File: src/hw/rtl/rcrgq_pkg.sv
// Shared types and constants for the ROI crop, resize and gray quantizer.
package rcrgq_pkg;

    localparam int OUT_WIDTH  = 48;
    localparam int OUT_HEIGHT = 48;
    localparam int MIN_CROP   = 4;

    localparam int OUT_TOTAL = OUT_WIDTH * OUT_HEIGHT;
    localparam int POS_W     = $clog2(OUT_TOTAL);
    localparam int OX_W      = $clog2(OUT_WIDTH);
    localparam int OY_W      = $clog2(OUT_HEIGHT);

    localparam int COORD_W     = 11;
    localparam int CFG_DATA_W  = 13;
    localparam int CFG_INDEX_W = 3;
    localparam int ADDR_W      = 24;
    localparam int INDEX_W     = 12;

    // Exact division by the output size: floor(n * RECIP / 2^SHIFT) equals
    // floor(n / size) for every product n that the scaler can form.
    localparam int X_PROD_W  = OX_W + COORD_W;
    localparam int X_SHIFT   = X_PROD_W + $clog2(OUT_WIDTH);
    localparam int X_RECIP_W = X_PROD_W + 1;
    localparam logic [X_RECIP_W-1:0] X_RECIP =
        X_RECIP_W'((2**X_SHIFT + OUT_WIDTH - 1) / OUT_WIDTH);

    localparam int Y_PROD_W  = OY_W + COORD_W;
    localparam int Y_SHIFT   = Y_PROD_W + $clog2(OUT_HEIGHT);
    localparam int Y_RECIP_W = Y_PROD_W + 1;
    localparam logic [Y_RECIP_W-1:0] Y_RECIP =
        Y_RECIP_W'((2**Y_SHIFT + OUT_HEIGHT - 1) / OUT_HEIGHT);

    typedef enum logic [CFG_INDEX_W-1:0] {
        REG_FRAME_WIDTH    = 3'd0,
        REG_FRAME_HEIGHT   = 3'd1,
        REG_LINE_STRIDE    = 3'd2,
        REG_ROI_LEFT       = 3'd3,
        REG_ROI_TOP        = 3'd4,
        REG_ROI_WIDTH      = 3'd5,
        REG_ROI_HEIGHT     = 3'd6,
        REG_QUANT_EXPONENT = 3'd7
    } reg_index_t;

    localparam logic [10:0] FRAME_WIDTH_RESET  = 11'd320;
    localparam logic [10:0] FRAME_HEIGHT_RESET = 11'd240;
    localparam logic [12:0] LINE_STRIDE_RESET  = 13'd640;
    localparam logic [11:0] ROI_SIZE_RESET     = 12'd48;

    localparam logic OP_START    = 1'b0;
    localparam logic OP_CONTINUE = 1'b1;

    typedef struct packed {
        logic [10:0]        frame_width;
        logic [10:0]        frame_height;
        logic [12:0]        line_stride;
        logic signed [11:0] roi_left;
        logic signed [11:0] roi_top;
        logic [11:0]        roi_width;
        logic [11:0]        roi_height;
        logic signed [4:0]  quant_exponent;
    } cfg_t;

    typedef struct packed {
        logic        operation;
        logic [15:0] pixel_word;
    } item_t;

    typedef struct packed {
        logic               read_request;
        logic [23:0]        read_address;
        logic               value_valid;
        logic signed [7:0]  out_value;
        logic [11:0]        out_index;
        logic               last_sample;
        logic               gray_fill;
    } result_t;

    typedef struct packed {
        logic load_item;
        logic start_crop;
        logic clear_result;
        logic gray;
        logic sample;
        logic mul;
        logic div;
        logic src;
        logic addr;
        logic emit;
    } dp_cmd_t;

    typedef struct packed {
        logic op;
        logic active;
        logic small_crop;
        logic last;
    } dp_status_t;

endpackage

File: src/hw/rtl/rcrgq_dp.sv
// Datapath: crop clamp, raster counters, source address scaler and gray quantizer.
module rcrgq_dp (
    input  logic                   clk,
    input  logic                   rst_n,
    input  rcrgq_pkg::item_t       item,
    input  rcrgq_pkg::cfg_t        cfg,
    input  rcrgq_pkg::dp_cmd_t     cmd,
    output rcrgq_pkg::dp_status_t  status,
    output rcrgq_pkg::result_t     result
);

    localparam int CW = rcrgq_pkg::COORD_W;
    localparam int XW = rcrgq_pkg::X_PROD_W;
    localparam int YW = rcrgq_pkg::Y_PROD_W;
    localparam int XQW = rcrgq_pkg::X_PROD_W + rcrgq_pkg::X_RECIP_W;
    localparam int YQW = rcrgq_pkg::Y_PROD_W + rcrgq_pkg::Y_RECIP_W;
    localparam logic [15:0] WEIGHT_R = 16'd77;
    localparam logic [15:0] WEIGHT_G = 16'd150;
    localparam logic [15:0] WEIGHT_B = 16'd29;
    localparam logic signed [13:0] MIN_CROP_S = 14'(rcrgq_pkg::MIN_CROP);

    logic                            op_reg, op_next;
    logic [15:0]                     pixel_reg, pixel_next;
    logic                            active_reg, active_next;
    logic                            small_reg, small_next;
    logic [CW-1:0]                   crop_left_reg, crop_left_next;
    logic [CW-1:0]                   crop_top_reg, crop_top_next;
    logic [CW-1:0]                   crop_cols_reg, crop_cols_next;
    logic [CW-1:0]                   crop_rows_reg, crop_rows_next;
    logic [rcrgq_pkg::POS_W-1:0]     pos_reg, pos_next;
    logic [rcrgq_pkg::OX_W-1:0]      ox_reg, ox_next;
    logic [rcrgq_pkg::OY_W-1:0]      oy_reg, oy_next;
    logic [7:0]                      gray_reg, gray_next;
    logic [XW-1:0]                   prod_x_reg, prod_x_next;
    logic [YW-1:0]                   prod_y_reg, prod_y_next;
    logic [CW-1:0]                   qx_reg, qx_next;
    logic [CW-1:0]                   qy_reg, qy_next;
    logic [CW-1:0]                   sx_reg, sx_next;
    logic [CW-1:0]                   sy_reg, sy_next;
    rcrgq_pkg::result_t              result_reg, result_next;

    logic [CW-1:0]      x0, y0;
    logic signed [13:0] x_end, y_end, x1, y1, cw, ch, fw_s, fh_s;
    logic               small_start;
    logic [7:0]         r8, g8, b8;
    logic [15:0]        gray_sum;
    logic               e_pos;
    logic [3:0]         sh;
    logic [15:0]        rounded;
    logic [7:0]         quant_value, fill_value, sample_value;
    logic               last;
    logic [XQW-1:0]     qx_full;
    logic [YQW-1:0]     qy_full;
    logic [CW:0]        sum_x, sum_y;
    logic [CW-1:0]      sx_lim, sy_lim;
    logic [23:0]        address;

    always_comb
    begin
        x0 = cfg.roi_left[11] ? '0 : cfg.roi_left[CW-1:0];
        y0 = cfg.roi_top[11] ? '0 : cfg.roi_top[CW-1:0];
        fw_s = $signed({3'b000, cfg.frame_width});
        fh_s = $signed({3'b000, cfg.frame_height});
        x_end = $signed({{2{cfg.roi_left[11]}}, cfg.roi_left}) + $signed({2'b00, cfg.roi_width});
        y_end = $signed({{2{cfg.roi_top[11]}}, cfg.roi_top}) + $signed({2'b00, cfg.roi_height});
        x1 = (x_end > fw_s) ? fw_s : x_end;
        y1 = (y_end > fh_s) ? fh_s : y_end;
        cw = x1 - $signed({3'b000, x0});
        ch = y1 - $signed({3'b000, y0});
        small_start = (cw < MIN_CROP_S) || (ch < MIN_CROP_S);
    end

    always_comb
    begin
        r8 = {pixel_reg[15:11], pixel_reg[15:13]};
        g8 = {pixel_reg[10:5], pixel_reg[10:9]};
        b8 = {pixel_reg[4:0], pixel_reg[4:2]};
        gray_sum = 16'(r8) * WEIGHT_R + 16'(g8) * WEIGHT_G + 16'(b8) * WEIGHT_B;
    end

    always_comb
    begin
        e_pos = !cfg.quant_exponent[4] && (cfg.quant_exponent != 5'sd0);
        sh = cfg.quant_exponent[3:0];
        rounded = (16'(gray_reg) + (16'd1 << (sh - 4'd1))) >> sh;
        if (!e_pos)
        begin
            rounded = 16'(gray_reg);
        end
        quant_value = (rounded > 16'd127) ? 8'd127 : rounded[7:0];
        fill_value = e_pos ? (8'd128 >> sh) : 8'd127;
        sample_value = small_reg ? fill_value : quant_value;
        last = (ox_reg == rcrgq_pkg::OX_W'(rcrgq_pkg::OUT_WIDTH - 1))
            && (oy_reg == rcrgq_pkg::OY_W'(rcrgq_pkg::OUT_HEIGHT - 1));
    end

    always_comb
    begin
        qx_full = XQW'(prod_x_reg) * XQW'(rcrgq_pkg::X_RECIP);
        qy_full = YQW'(prod_y_reg) * YQW'(rcrgq_pkg::Y_RECIP);
        sum_x = (CW + 1)'(crop_left_reg) + (CW + 1)'(qx_reg);
        sum_y = (CW + 1)'(crop_top_reg) + (CW + 1)'(qy_reg);
        sx_lim = (cfg.frame_width == '0) ? '0 : cfg.frame_width - 11'd1;
        sy_lim = (cfg.frame_height == '0) ? '0 : cfg.frame_height - 11'd1;
        address = 24'(sy_reg) * 24'(cfg.line_stride) + 24'({sx_reg, 1'b0});
    end

    always_comb
    begin
        op_next = op_reg;
        pixel_next = pixel_reg;
        active_next = active_reg;
        small_next = small_reg;
        crop_left_next = crop_left_reg;
        crop_top_next = crop_top_reg;
        crop_cols_next = crop_cols_reg;
        crop_rows_next = crop_rows_reg;
        pos_next = pos_reg;
        ox_next = ox_reg;
        oy_next = oy_reg;
        gray_next = gray_reg;
        prod_x_next = prod_x_reg;
        prod_y_next = prod_y_reg;
        qx_next = qx_reg;
        qy_next = qy_reg;
        sx_next = sx_reg;
        sy_next = sy_reg;
        result_next = result_reg;

        if (cmd.load_item)
        begin
            op_next = item.operation;
            pixel_next = item.pixel_word;
        end

        if (cmd.start_crop)
        begin
            active_next = 1'b1;
            small_next = small_start;
            pos_next = '0;
            ox_next = '0;
            oy_next = '0;
            crop_left_next = small_start ? '0 : x0;
            crop_top_next = small_start ? '0 : y0;
            crop_cols_next = small_start ? '0 : cw[CW-1:0];
            crop_rows_next = small_start ? '0 : ch[CW-1:0];
            result_next = '0;
            result_next.gray_fill = small_start;
        end

        if (cmd.clear_result)
        begin
            result_next = '0;
        end

        if (cmd.gray)
        begin
            gray_next = gray_sum[15:8];
        end

        if (cmd.sample)
        begin
            result_next = '0;
            result_next.value_valid = 1'b1;
            result_next.out_value = sample_value;
            result_next.out_index = rcrgq_pkg::INDEX_W'(pos_reg);
            result_next.last_sample = last;
            result_next.gray_fill = small_reg;
            if (last)
            begin
                active_next = 1'b0;
                pos_next = '0;
                ox_next = '0;
                oy_next = '0;
            end
            else
            begin
                pos_next = pos_reg + 1'b1;
                if (ox_reg == rcrgq_pkg::OX_W'(rcrgq_pkg::OUT_WIDTH - 1))
                begin
                    ox_next = '0;
                    oy_next = oy_reg + 1'b1;
                end
                else
                begin
                    ox_next = ox_reg + 1'b1;
                end
            end
        end

        if (cmd.mul)
        begin
            prod_x_next = XW'(ox_reg) * XW'(crop_cols_reg);
            prod_y_next = YW'(oy_reg) * YW'(crop_rows_reg);
        end

        if (cmd.div)
        begin
            qx_next = CW'(qx_full >> rcrgq_pkg::X_SHIFT);
            qy_next = CW'(qy_full >> rcrgq_pkg::Y_SHIFT);
        end

        if (cmd.src)
        begin
            sx_next = (sum_x >= (CW + 1)'(cfg.frame_width)) ? sx_lim : sum_x[CW-1:0];
            sy_next = (sum_y >= (CW + 1)'(cfg.frame_height)) ? sy_lim : sum_y[CW-1:0];
        end

        if (cmd.addr)
        begin
            result_next.read_request = 1'b1;
            result_next.read_address = address;
        end
    end

    always_ff @(posedge clk or negedge rst_n)
    begin
        if (!rst_n)
        begin
            active_reg <= 1'b0;
            small_reg <= 1'b0;
            pos_reg <= '0;
            ox_reg <= '0;
            oy_reg <= '0;
        end
        else
        begin
            active_reg <= active_next;
            small_reg <= small_next;
            pos_reg <= pos_next;
            ox_reg <= ox_next;
            oy_reg <= oy_next;
        end
    end

    always_ff @(posedge clk)
    begin
        op_reg <= op_next;
        pixel_reg <= pixel_next;
        crop_left_reg <= crop_left_next;
        crop_top_reg <= crop_top_next;
        crop_cols_reg <= crop_cols_next;
        crop_rows_reg <= crop_rows_next;
        gray_reg <= gray_next;
        prod_x_reg <= prod_x_next;
        prod_y_reg <= prod_y_next;
        qx_reg <= qx_next;
        qy_reg <= qy_next;
        sx_reg <= sx_next;
        sy_reg <= sy_next;
        result_reg <= result_next;
    end

    assign status.op = op_reg;
    assign status.active = active_reg;
    assign status.small_crop = small_reg;
    assign status.last = last;
    assign result = result_reg;

endmodule

File: src/hw/rtl/rcrgq_ctrl.sv
// Controller state machine that sequences the datapath for each input beat.
module rcrgq_ctrl (
    input  logic                   clk,
    input  logic                   rst_n,
    input  logic                   item_valid,
    input  logic                   out_free,
    input  rcrgq_pkg::dp_status_t  status,
    output logic                   item_stall,
    output rcrgq_pkg::dp_cmd_t     cmd
);

    typedef enum logic [8:0] {
        ST_IDLE   = 9'b000000001,
        ST_DECODE = 9'b000000010,
        ST_CHECK  = 9'b000000100,
        ST_QUANT  = 9'b000001000,
        ST_MUL    = 9'b000010000,
        ST_DIV    = 9'b000100000,
        ST_SRC    = 9'b001000000,
        ST_ADDR   = 9'b010000000,
        ST_EMIT   = 9'b100000000
    } state_t;

    state_t state_reg, state_next;

    always_comb
    begin
        state_next = state_reg;
        cmd = '0;
        item_stall = 1'b1;
        case (state_reg)
            ST_IDLE:
            begin
                item_stall = 1'b0;
                if (item_valid)
                begin
                    cmd.load_item = 1'b1;
                    state_next = ST_DECODE;
                end
            end
            ST_DECODE:
            begin
                if (status.op == rcrgq_pkg::OP_START)
                begin
                    cmd.start_crop = 1'b1;
                    state_next = ST_CHECK;
                end
                else if (!status.active)
                begin
                    cmd.clear_result = 1'b1;
                    state_next = ST_EMIT;
                end
                else
                begin
                    cmd.gray = 1'b1;
                    state_next = ST_QUANT;
                end
            end
            ST_CHECK:
            begin
                state_next = status.small_crop ? ST_EMIT : ST_MUL;
            end
            ST_QUANT:
            begin
                cmd.sample = 1'b1;
                state_next = (status.last || status.small_crop) ? ST_EMIT : ST_MUL;
            end
            ST_MUL:
            begin
                cmd.mul = 1'b1;
                state_next = ST_DIV;
            end
            ST_DIV:
            begin
                cmd.div = 1'b1;
                state_next = ST_SRC;
            end
            ST_SRC:
            begin
                cmd.src = 1'b1;
                state_next = ST_ADDR;
            end
            ST_ADDR:
            begin
                cmd.addr = 1'b1;
                state_next = ST_EMIT;
            end
            ST_EMIT:
            begin
                if (out_free)
                begin
                    cmd.emit = 1'b1;
                    state_next = ST_IDLE;
                end
            end
            default:
            begin
                state_next = ST_IDLE;
            end
        endcase
    end

    always_ff @(posedge clk or negedge rst_n)
    begin
        if (!rst_n)
        begin
            state_reg <= ST_IDLE;
        end
        else
        begin
            state_reg <= state_next;
        end
    end

endmodule

File: src/hw/rtl/roi_crop_resize_gray_quantize.sv
// Top level of the ROI crop, resize and gray quantizer with its register file.
//
//   channel   direction  handshake                  payload
//   item      in         item_valid / item_stall    rcrgq_pkg::item_t
//   result    out        result_valid / result_stall rcrgq_pkg::result_t
//   cfg       in         cfg_write_en               cfg_index, cfg_data
//
// Every beat in gives exactly one beat out. A pixel beat that leads to a further
// fetch passes from acceptance to the output register through gray, quantize,
// then the scaler's two multiplies and clamp ahead of the stride multiply.
// Start beats run the scaler unless in fill mode; fill and idle beats skip it.
// Reset restores the register defaults and leaves no image active.
// A new beat is taken while the previous result is still stalled in the output
// register; the next result then waits for that register to empty.
module roi_crop_resize_gray_quantize (
    input  logic                                clk,
    input  logic                                rst_n,
    input  logic                                cfg_write_en,
    input  logic [rcrgq_pkg::CFG_INDEX_W-1:0]   cfg_index,
    input  logic [rcrgq_pkg::CFG_DATA_W-1:0]    cfg_data,
    input  logic                                item_valid,
    output logic                                item_stall,
    input  rcrgq_pkg::item_t                    item,
    output logic                                result_valid,
    input  logic                                result_stall,
    output rcrgq_pkg::result_t                  result
);

    rcrgq_pkg::cfg_t        cfg_reg, cfg_next;
    logic                   result_valid_reg, result_valid_next;
    rcrgq_pkg::result_t     result_reg, result_next;
    rcrgq_pkg::dp_cmd_t     cmd;
    rcrgq_pkg::dp_status_t  status;
    rcrgq_pkg::result_t     dp_result;
    logic                   out_free;

    always_comb
    begin
        cfg_next = cfg_reg;
        if (cfg_write_en)
        begin
            case (rcrgq_pkg::reg_index_t'(cfg_index))
                rcrgq_pkg::REG_FRAME_WIDTH:    cfg_next.frame_width = cfg_data[10:0];
                rcrgq_pkg::REG_FRAME_HEIGHT:   cfg_next.frame_height = cfg_data[10:0];
                rcrgq_pkg::REG_LINE_STRIDE:    cfg_next.line_stride = cfg_data[12:0];
                rcrgq_pkg::REG_ROI_LEFT:       cfg_next.roi_left = cfg_data[11:0];
                rcrgq_pkg::REG_ROI_TOP:        cfg_next.roi_top = cfg_data[11:0];
                rcrgq_pkg::REG_ROI_WIDTH:      cfg_next.roi_width = cfg_data[11:0];
                rcrgq_pkg::REG_ROI_HEIGHT:     cfg_next.roi_height = cfg_data[11:0];
                rcrgq_pkg::REG_QUANT_EXPONENT: cfg_next.quant_exponent = cfg_data[4:0];
                default:                       cfg_next = cfg_reg;
            endcase
        end
    end

    always_ff @(posedge clk or negedge rst_n)
    begin
        if (!rst_n)
        begin
            cfg_reg.frame_width <= rcrgq_pkg::FRAME_WIDTH_RESET;
            cfg_reg.frame_height <= rcrgq_pkg::FRAME_HEIGHT_RESET;
            cfg_reg.line_stride <= rcrgq_pkg::LINE_STRIDE_RESET;
            cfg_reg.roi_left <= '0;
            cfg_reg.roi_top <= '0;
            cfg_reg.roi_width <= rcrgq_pkg::ROI_SIZE_RESET;
            cfg_reg.roi_height <= rcrgq_pkg::ROI_SIZE_RESET;
            cfg_reg.quant_exponent <= '0;
        end
        else
        begin
            cfg_reg <= cfg_next;
        end
    end

    rcrgq_ctrl u_ctrl (
        .clk        (clk),
        .rst_n      (rst_n),
        .item_valid (item_valid),
        .out_free   (out_free),
        .status     (status),
        .item_stall (item_stall),
        .cmd        (cmd)
    );

    rcrgq_dp u_dp (
        .clk    (clk),
        .rst_n  (rst_n),
        .item   (item),
        .cfg    (cfg_reg),
        .cmd    (cmd),
        .status (status),
        .result (dp_result)
    );

    assign out_free = !result_valid_reg || !result_stall;

    always_comb
    begin
        result_valid_next = result_valid_reg;
        result_next = result_reg;
        if (cmd.emit)
        begin
            result_valid_next = 1'b1;
            result_next = dp_result;
        end
        else if (!result_stall)
        begin
            result_valid_next = 1'b0;
        end
    end

    always_ff @(posedge clk or negedge rst_n)
    begin
        if (!rst_n)
        begin
            result_valid_reg <= 1'b0;
        end
        else
        begin
            result_valid_reg <= result_valid_next;
        end
    end

    always_ff @(posedge clk)
    begin
        result_reg <= result_next;
    end

    assign result_valid = result_valid_reg;
    assign result = result_reg;

    a_stall_after_accept: assert property (@(posedge clk) disable iff (!rst_n)
        (item_valid && !item_stall) |=> item_stall)
        else $error("input taken again right after a beat was accepted");

    a_last_index: assert property (@(posedge clk) disable iff (!rst_n)
        (result_valid && result.last_sample)
            |-> (result.out_index == rcrgq_pkg::INDEX_W'(rcrgq_pkg::OUT_TOTAL - 1)))
        else $error("final sample flagged at the wrong raster index");

    a_fill_no_fetch: assert property (@(posedge clk) disable iff (!rst_n)
        (result_valid && result.gray_fill) |-> !result.read_request)
        else $error("fetch requested while in gray fill mode");

endmodule

File: config.mk
export PLATFORM = sky130hd
export DESIGN_NAME = roi_crop_resize_gray_quantize
export DESIGN_NICKNAME = d
export VERILOG_FILES = /design/src/hw/rtl/rcrgq_pkg.sv /design/src/hw/rtl/rcrgq_dp.sv /design/src/hw/rtl/rcrgq_ctrl.sv /design/src/hw/rtl/roi_crop_resize_gray_quantize.sv
export SDC_FILE = /design/constraint.sdc
export NUM_CORES = 2
export LEC_CHECK = 0
export BUFFER_PORTS_ARGS = -buffer_cell sky130_fd_sc_hd__buf_4
export CAP_MARGIN = 30
export CORE_ASPECT_RATIO = 0.9
export CORE_MARGIN = 5
export CORE_UTILIZATION = 55
export DETAILED_ROUTE_END_ITERATION = 6
export GPL_TIMING_DRIVEN = 1
export HOLD_SLACK_MARGIN = 0.02
export PLACE_DENSITY = 0.76
export SLEW_MARGIN = 30
export SYNTH_ARGS = -nofsm -noshare
export SYNTH_HDL_FRONTEND = slang
export SYNTH_SLANG_ARGS = --single-unit
File: constraint.sdc
create_clock -name clk -period 8.3 [get_ports clk]
set_input_delay 0.83 -clock clk [delete_from_list [all_inputs] [get_ports clk]]
set_output_delay 0.83 -clock clk [all_outputs]
set_load 0.005 [all_outputs]
# Word-level counts from Yosys, hierarchy flattened
# Index checks and enable logic that the tools add are counted.
dict set report word_totals {
  ff_bits 367
  word_cells 176
  in_bits 38
}
dict set report classes {
  magnitude_cmp 7
  shift 3
  n_reduce_logical 25
  n_mul 8
  addsub 16
  n_mux 54
  eq_ne 21
}
# cell count
set op_table {}
lappend op_table {{48-bit 2-to-1 mux} 3}
lappend op_table {{9-bit case mux with 9 select lines} 1}
lappend op_table {{17-bit by 18-bit multiplier with 34-bit output (second input constant)} 2}
lappend op_table {{11-bit 2-to-1 mux} 6}
lappend op_table {{9-bit 2-to-1 mux} 6}
lappend op_table {{6-bit 2-to-1 mux} 8}
lappend op_table {{12-bit 2-to-1 mux} 3}
lappend op_table {{6-bit by 11-bit multiplier with 17-bit output} 2}
lappend op_table {{8-bit by 7-bit multiplier with 15-bit output (second input constant)} 2}
lappend op_table {{12-bit by 13-bit adder with 14-bit output} 2}
lappend op_table {{14-bit by 12-bit > comparator with 1-bit output} 2}
lappend op_table {{14-bit by 4-bit < comparator with 1-bit output (second input constant)} 2}
lappend op_table {{14-bit 2-to-1 mux} 2}
lappend op_table {{14-bit by 12-bit subtractor with 14-bit output} 2}
lappend op_table {{11-bit by 11-bit adder with 12-bit output} 2}
lappend op_table {{24-bit by 12-bit adder with 24-bit output} 1}
lappend op_table {{12-bit by 11-bit >= comparator with 1-bit output} 2}
lappend op_table {{11-bit by 13-bit multiplier with 24-bit output} 1}
lappend op_table {{24-bit 2-to-1 mux} 1}
lappend op_table {{8-bit 2-to-1 mux} 3}
lappend op_table {{11-bit zero test} 2}
lappend op_table {{11-bit by 1-bit subtractor with 11-bit output (second input constant)} 2}
lappend op_table {{1-bit 2-to-1 mux} 18}
lappend op_table {{2-bit AND reduction} 9}
lappend op_table {{other kinds (37)} 50}

# Logic depth before layout (Yosys ltp)
dict set report depth {
  depth_word 10
  ltp_mapped 32
}

# By module
# From an unflattened synthesis, not the netlist that was laid out.
dict set report hier_totals {
  cells_unflattened 3636
  area_unflattened_um2 38310.5
}
# mod cells_per_inst n_inst area_per_inst_um2
set modules_own_cells {}
lappend modules_own_cells {rcrgq_dp 3329 1 32872.8}
lappend modules_own_cells {roi_crop_resize_gray_quantize 242 1 4863.4}
lappend modules_own_cells {rcrgq_ctrl 65 1 574.3}

# Worst setup path after synthesis
# No wires, ideal clock.
dict set report synth_timing {
  path_type {reg-to-reg}
  start {register u_dp.pixel_reg[9]}
  end {register u_dp.gray_reg[7] (data pin)}
  period_less_slack_ns 6.222
  n_path_buf 0
  path_stages_with_launch 23
  setup_time_ns 0.260
  arrival_ns 5.963
  slack_ns 2.078
  path_cell_list {edfxtp_1 -> ha_1 -> ha_1 -> inv_1 -> fa_1 -> fa_1 -> inv_1 -> ha_1 -> xnor2_1 -> fa_1 -> inv_1 -> fa_1 -> fa_1 -> inv_1 -> fa_1 -> ha_1 -> and3_1 -> a21oi_1 -> o21ai_0 -> o41ai_1 -> o21bai_1 -> a21oi_1 -> xnor2_1}
}
dict set report synth_between {
  elab_chain_len 3
}
# element line_no
set synth_rtl {}
lappend synth_rtl {{from (decl)} rcrgq_dp.sv:23} ;# logic [15:0] pixel_reg, pixel_next;
lappend synth_rtl {{from (signal assigned)} rcrgq_dp.sv:239} ;# pixel_reg <= pixel_next;
lappend synth_rtl {{8-bit by 7-bit multiplier with 15-bit output} rcrgq_dp.sv:78} ;# gray_sum = 16'(r8) * WEIGHT_R + 16'(g8) * WEIGHT_G + 16'(b8) * WEIGHT_B;
lappend synth_rtl {{15-bit by 16-bit adder with 16-bit output} rcrgq_dp.sv:78}
lappend synth_rtl {{16-bit by 13-bit adder with 16-bit output} rcrgq_dp.sv:78}
lappend synth_rtl {{named net u_dp.gray_sum[15]} rcrgq_dp.sv:46} ;# logic [15:0] gray_sum;
lappend synth_rtl {{to (signal assigned)} rcrgq_dp.sv:244} ;# gray_reg <= gray_next;
lappend synth_rtl {{to (decl)} rcrgq_dp.sv:33} ;# logic [7:0] gray_reg, gray_next;
# The timed path passes the listed nets, and every way through them passes these cells.
# A chain may end at the register's enable or synchronous reset.

# Worst setup path after layout
dict set report layout_timing {
  start {register cfg_reg[29] (netlist bit)}
  end {register u_dp.crop_left_reg[10] (data pin)}
}
dict set report layout_between {
  elab_chain_len 6
}
# element line_no
set layout_rtl {}
lappend layout_rtl {{from (decl)} roi_crop_resize_gray_quantize.sv:29} ;# rcrgq_pkg::cfg_t cfg_reg, cfg_next;
lappend layout_rtl {{from (signal assigned)} roi_crop_resize_gray_quantize.sv:71} ;# cfg_reg <= cfg_next;
lappend layout_rtl {{12-bit by 13-bit adder with 14-bit output} rcrgq_dp.sv:65} ;# y_end = $signed({{2{cfg.roi_top[11]}}, cfg.roi_top}) + $signed({2'b00, cfg.roi_height});
lappend layout_rtl {{14-bit by 12-bit > comparator with 1-bit output} rcrgq_dp.sv:67} ;# y1 = (y_end > fh_s) ? fh_s : y_end;
lappend layout_rtl {{14-bit 2-to-1 mux} rcrgq_dp.sv:67}
lappend layout_rtl {{14-bit by 12-bit subtractor with 14-bit output (*)} rcrgq_dp.sv:69} ;# ch = y1 - $signed({3'b000, y0});
lappend layout_rtl {{14-bit by 4-bit < comparator with 1-bit output (*)} rcrgq_dp.sv:70} ;# small_start = (cw < MIN_CROP_S) || (ch < MIN_CROP_S);
lappend layout_rtl {{1-bit logical OR (*)} rcrgq_dp.sv:70}
lappend layout_rtl {{to (signal assigned)} rcrgq_dp.sv:240} ;# crop_left_reg <= crop_left_next;
lappend layout_rtl {{to (decl)} rcrgq_dp.sv:26} ;# logic [CW-1:0] crop_left_reg, crop_left_next;
# Every way passes the cells marked *; elsewhere a longest branch is shown, timed or not.

==> qor.txt <==
Synth area leader: fa_1
First-pass GRT wire length: 140,000 um
CTS tree: yes
Overall Power: 17.6 mW
WL final: 84,900 um
Avg Inst Size Synth: 10.4 um^2
Wire per inst: 18.0 um
Clock Sinks: 367
GPL Wtd Cong: 0.910
Max_cap viols: 0
Slew HR: 40.0%
Die Span X: 288 um
Netlist cell types: 74
Root buffer cell: clkbuf_16
Leak pwr: 20.2 nW
RSZ-0062 raised after global routing: false
Hold slack: 0.271 ns
Vias per inst: 5.54
YS warnings: 0
HP Class: primary input to asynchronous set/reset pin
Post-layout util: 60.3%
Final Hold Viols: 0
Final std cells w/o fill: 4,709
N_diodes: 0
IO Pins: 88
Critical path type: flop to flop
Worst-Margin Slew: 0.899 ns
Max Buffers Root-to-Sink: 3
CTS clock-pin slew for the worst setup and hold paths: 0.08 ns
GRT overflow: 0
Syn_nets: 4,680
Final period demand of the worst path: 6.78 ns
Synthesis-to-layout area growth: 8.38%
Sequential share of the synthesized area: 27.2%
H-tree Lvls: 2
Worst path max stage delay: 0.41 ns
PD cells: 424 nW/um^2
Core area: 68,800 um^2
Leading post-synthesis cells by cell area: fa_1, edfxtp_1, ha_1, dfrtp_1, inv_1
Postcts setup bufs: 0
Dpl cells: 4,631
Share of post-route cells with drive strength above 1: 9.05%
Iter 0 DRT Violations: 1,722
Antenna violations before repair: 0
GRT Util Overall: 23.0%
Slowest cell on crit path: fa_1
CP Launch Type: flop
Post-synth EDFFs: 241
Status: completed
Std-Cell Rows: 91
Yosys reg bits: 367
Count leader, synth: inv_1
WP data required: 8.61 ns
Via count: 26,092
Placed Area: 40,000 um^2
Final setup violating endpoints: 0
Cts repair resizes: 0
Mapped Cells: 3,678
Peak Freq: 0.147 GHz
Final Cycle Share: 81.7%
Post-synthesis cell area: 38,300 um^2
Full die area: 74,900 um^2
Final net count: 4,748
Worst slack, placed: 1.26 ns
Pre-antenna DRT Iters: 5
CTS Buf Count: 42
Ys flop type: edfxtp_1
DP Wirelength: 67,300 um
Final Skew: 0.0318 ns
Area share of the largest cell type after synthesis: 21.4%
Vias in the first global route: 27,002
Initial Utilization: 55.6%
Top cells by count, synth: inv_1, ha_1, fa_1
Max IR drop VDD: 855 uV
Port-buffer cells: 87
Fraction of registers with async set/reset: 33.8%
# DRC: 0
Worst setup margin: 1.52 ns
CP Max Fanout: 23
Routed Antenna Nets: 0
CTS Hold Buffers Added: 0
Worst EP arrival: 7.09 ns
Clk Latency, worst-skew pair: 0.59 ns
Max reg flops: 88
Die height: 260 um
Crit end category: flop
Setup TNS: 0 ns
Largest net degree at the start of global routing: 74
Design Area, Final: 41,500 um^2
Slew Viols, Final: 0
[cell families after synthesis]
group	count (synthesis)	share of synthesized area (%)
AO/OA/AOI/OAI	486	8.00
XOR/XNOR	157	3.59
adder cells (fa/ha/maj)	964	39.5
buffers and inverters	696	6.88
flip-flops	367	27.2
multiplexers	106	3.10
AND/OR/NAND/NOR	902	11.7
[final timing paths]
check / from / end / slack (ns) / cells past startpoint
worst max-delay path: cfg_reg[29] / u_dp.crop_left_reg[10] / 1.52 / 32
min in group clk: u_dp.result[13] / result[13] / 0.42 / 0
worst min-delay path: rst_n / u_dp.ox_reg[1] / 0.27 / 1
worst max register to register: cfg_reg[29] / u_dp.crop_left_reg[10] / 1.52 / 32
max in group asynchronous: rst_n / cfg_reg[18] / 6.74 / 2
worst min register to register: u_dp.result[13] / result[13] / 0.42 / 0
[power breakdown]
part / internal (mW) / switching, mW / leakage, nW
sequential: 2.71 / 0.329 / 3.81
clock: 1.19 / 0.793 / 0.707
combinational: 5.64 / 6.90 / 15.6
total: 9.54 / 8.02 / 20.2
[layout make-up]
class / count / area (um^2)
fill: 5592 / 27300
clock inverter: 21 / 273
timing repair buffer: 105 / 812
inverter: 615 / 2310
sequential: 367 / 10400
multi-input combinational: 2615 / 25300
tap: 930 / 1160
clock buffer: 56 / 1190
[cells in the final DEF (no fill, tap or decap), types with 20 or more instances in the layout]
master and instances:
xor2_1 38, nor3_1 54, ha_1 555, edfxtp_1 241
clkbuf_16 44, dfrtp_1 111, fa_1 409, inv_1 614
nand2_1 306, nor2b_1 33, nand2b_1 49, nor3b_2 21
o21a_1 27, and3_1 35, xnor2_1 119, o21ai_0 148
and2_1 107, o21bai_1 22, a31oi_1 20, mux2_2 98
a21oi_1 124, buf_4 103, nand3_1 24, nor2_1 191
a21o_1 49
[critical path: cells and delay by family, from the launching register on]
kind            cells  cell delay, ns
buf+inv             3            0.70
fa+ha+maj           5            1.48
simple gates        7            1.07
flops               1            0.37
xor+xnor            2            0.41
compound gates     15            2.46
[per-layer routing]
layer  track usage, %  vias to the layer above  routed length (um)  part of all wire, %
li1                 -                    12365                   -                    -
met4             5.32                        0                1860                  2.2
met3             4.07                      142                5040                  5.9
met1             32.9                    12939               38900                   46
met2             37.0                      646               39100                   46
met5                0                        -                   0                    0
Power figures use the tool's default switching activity.
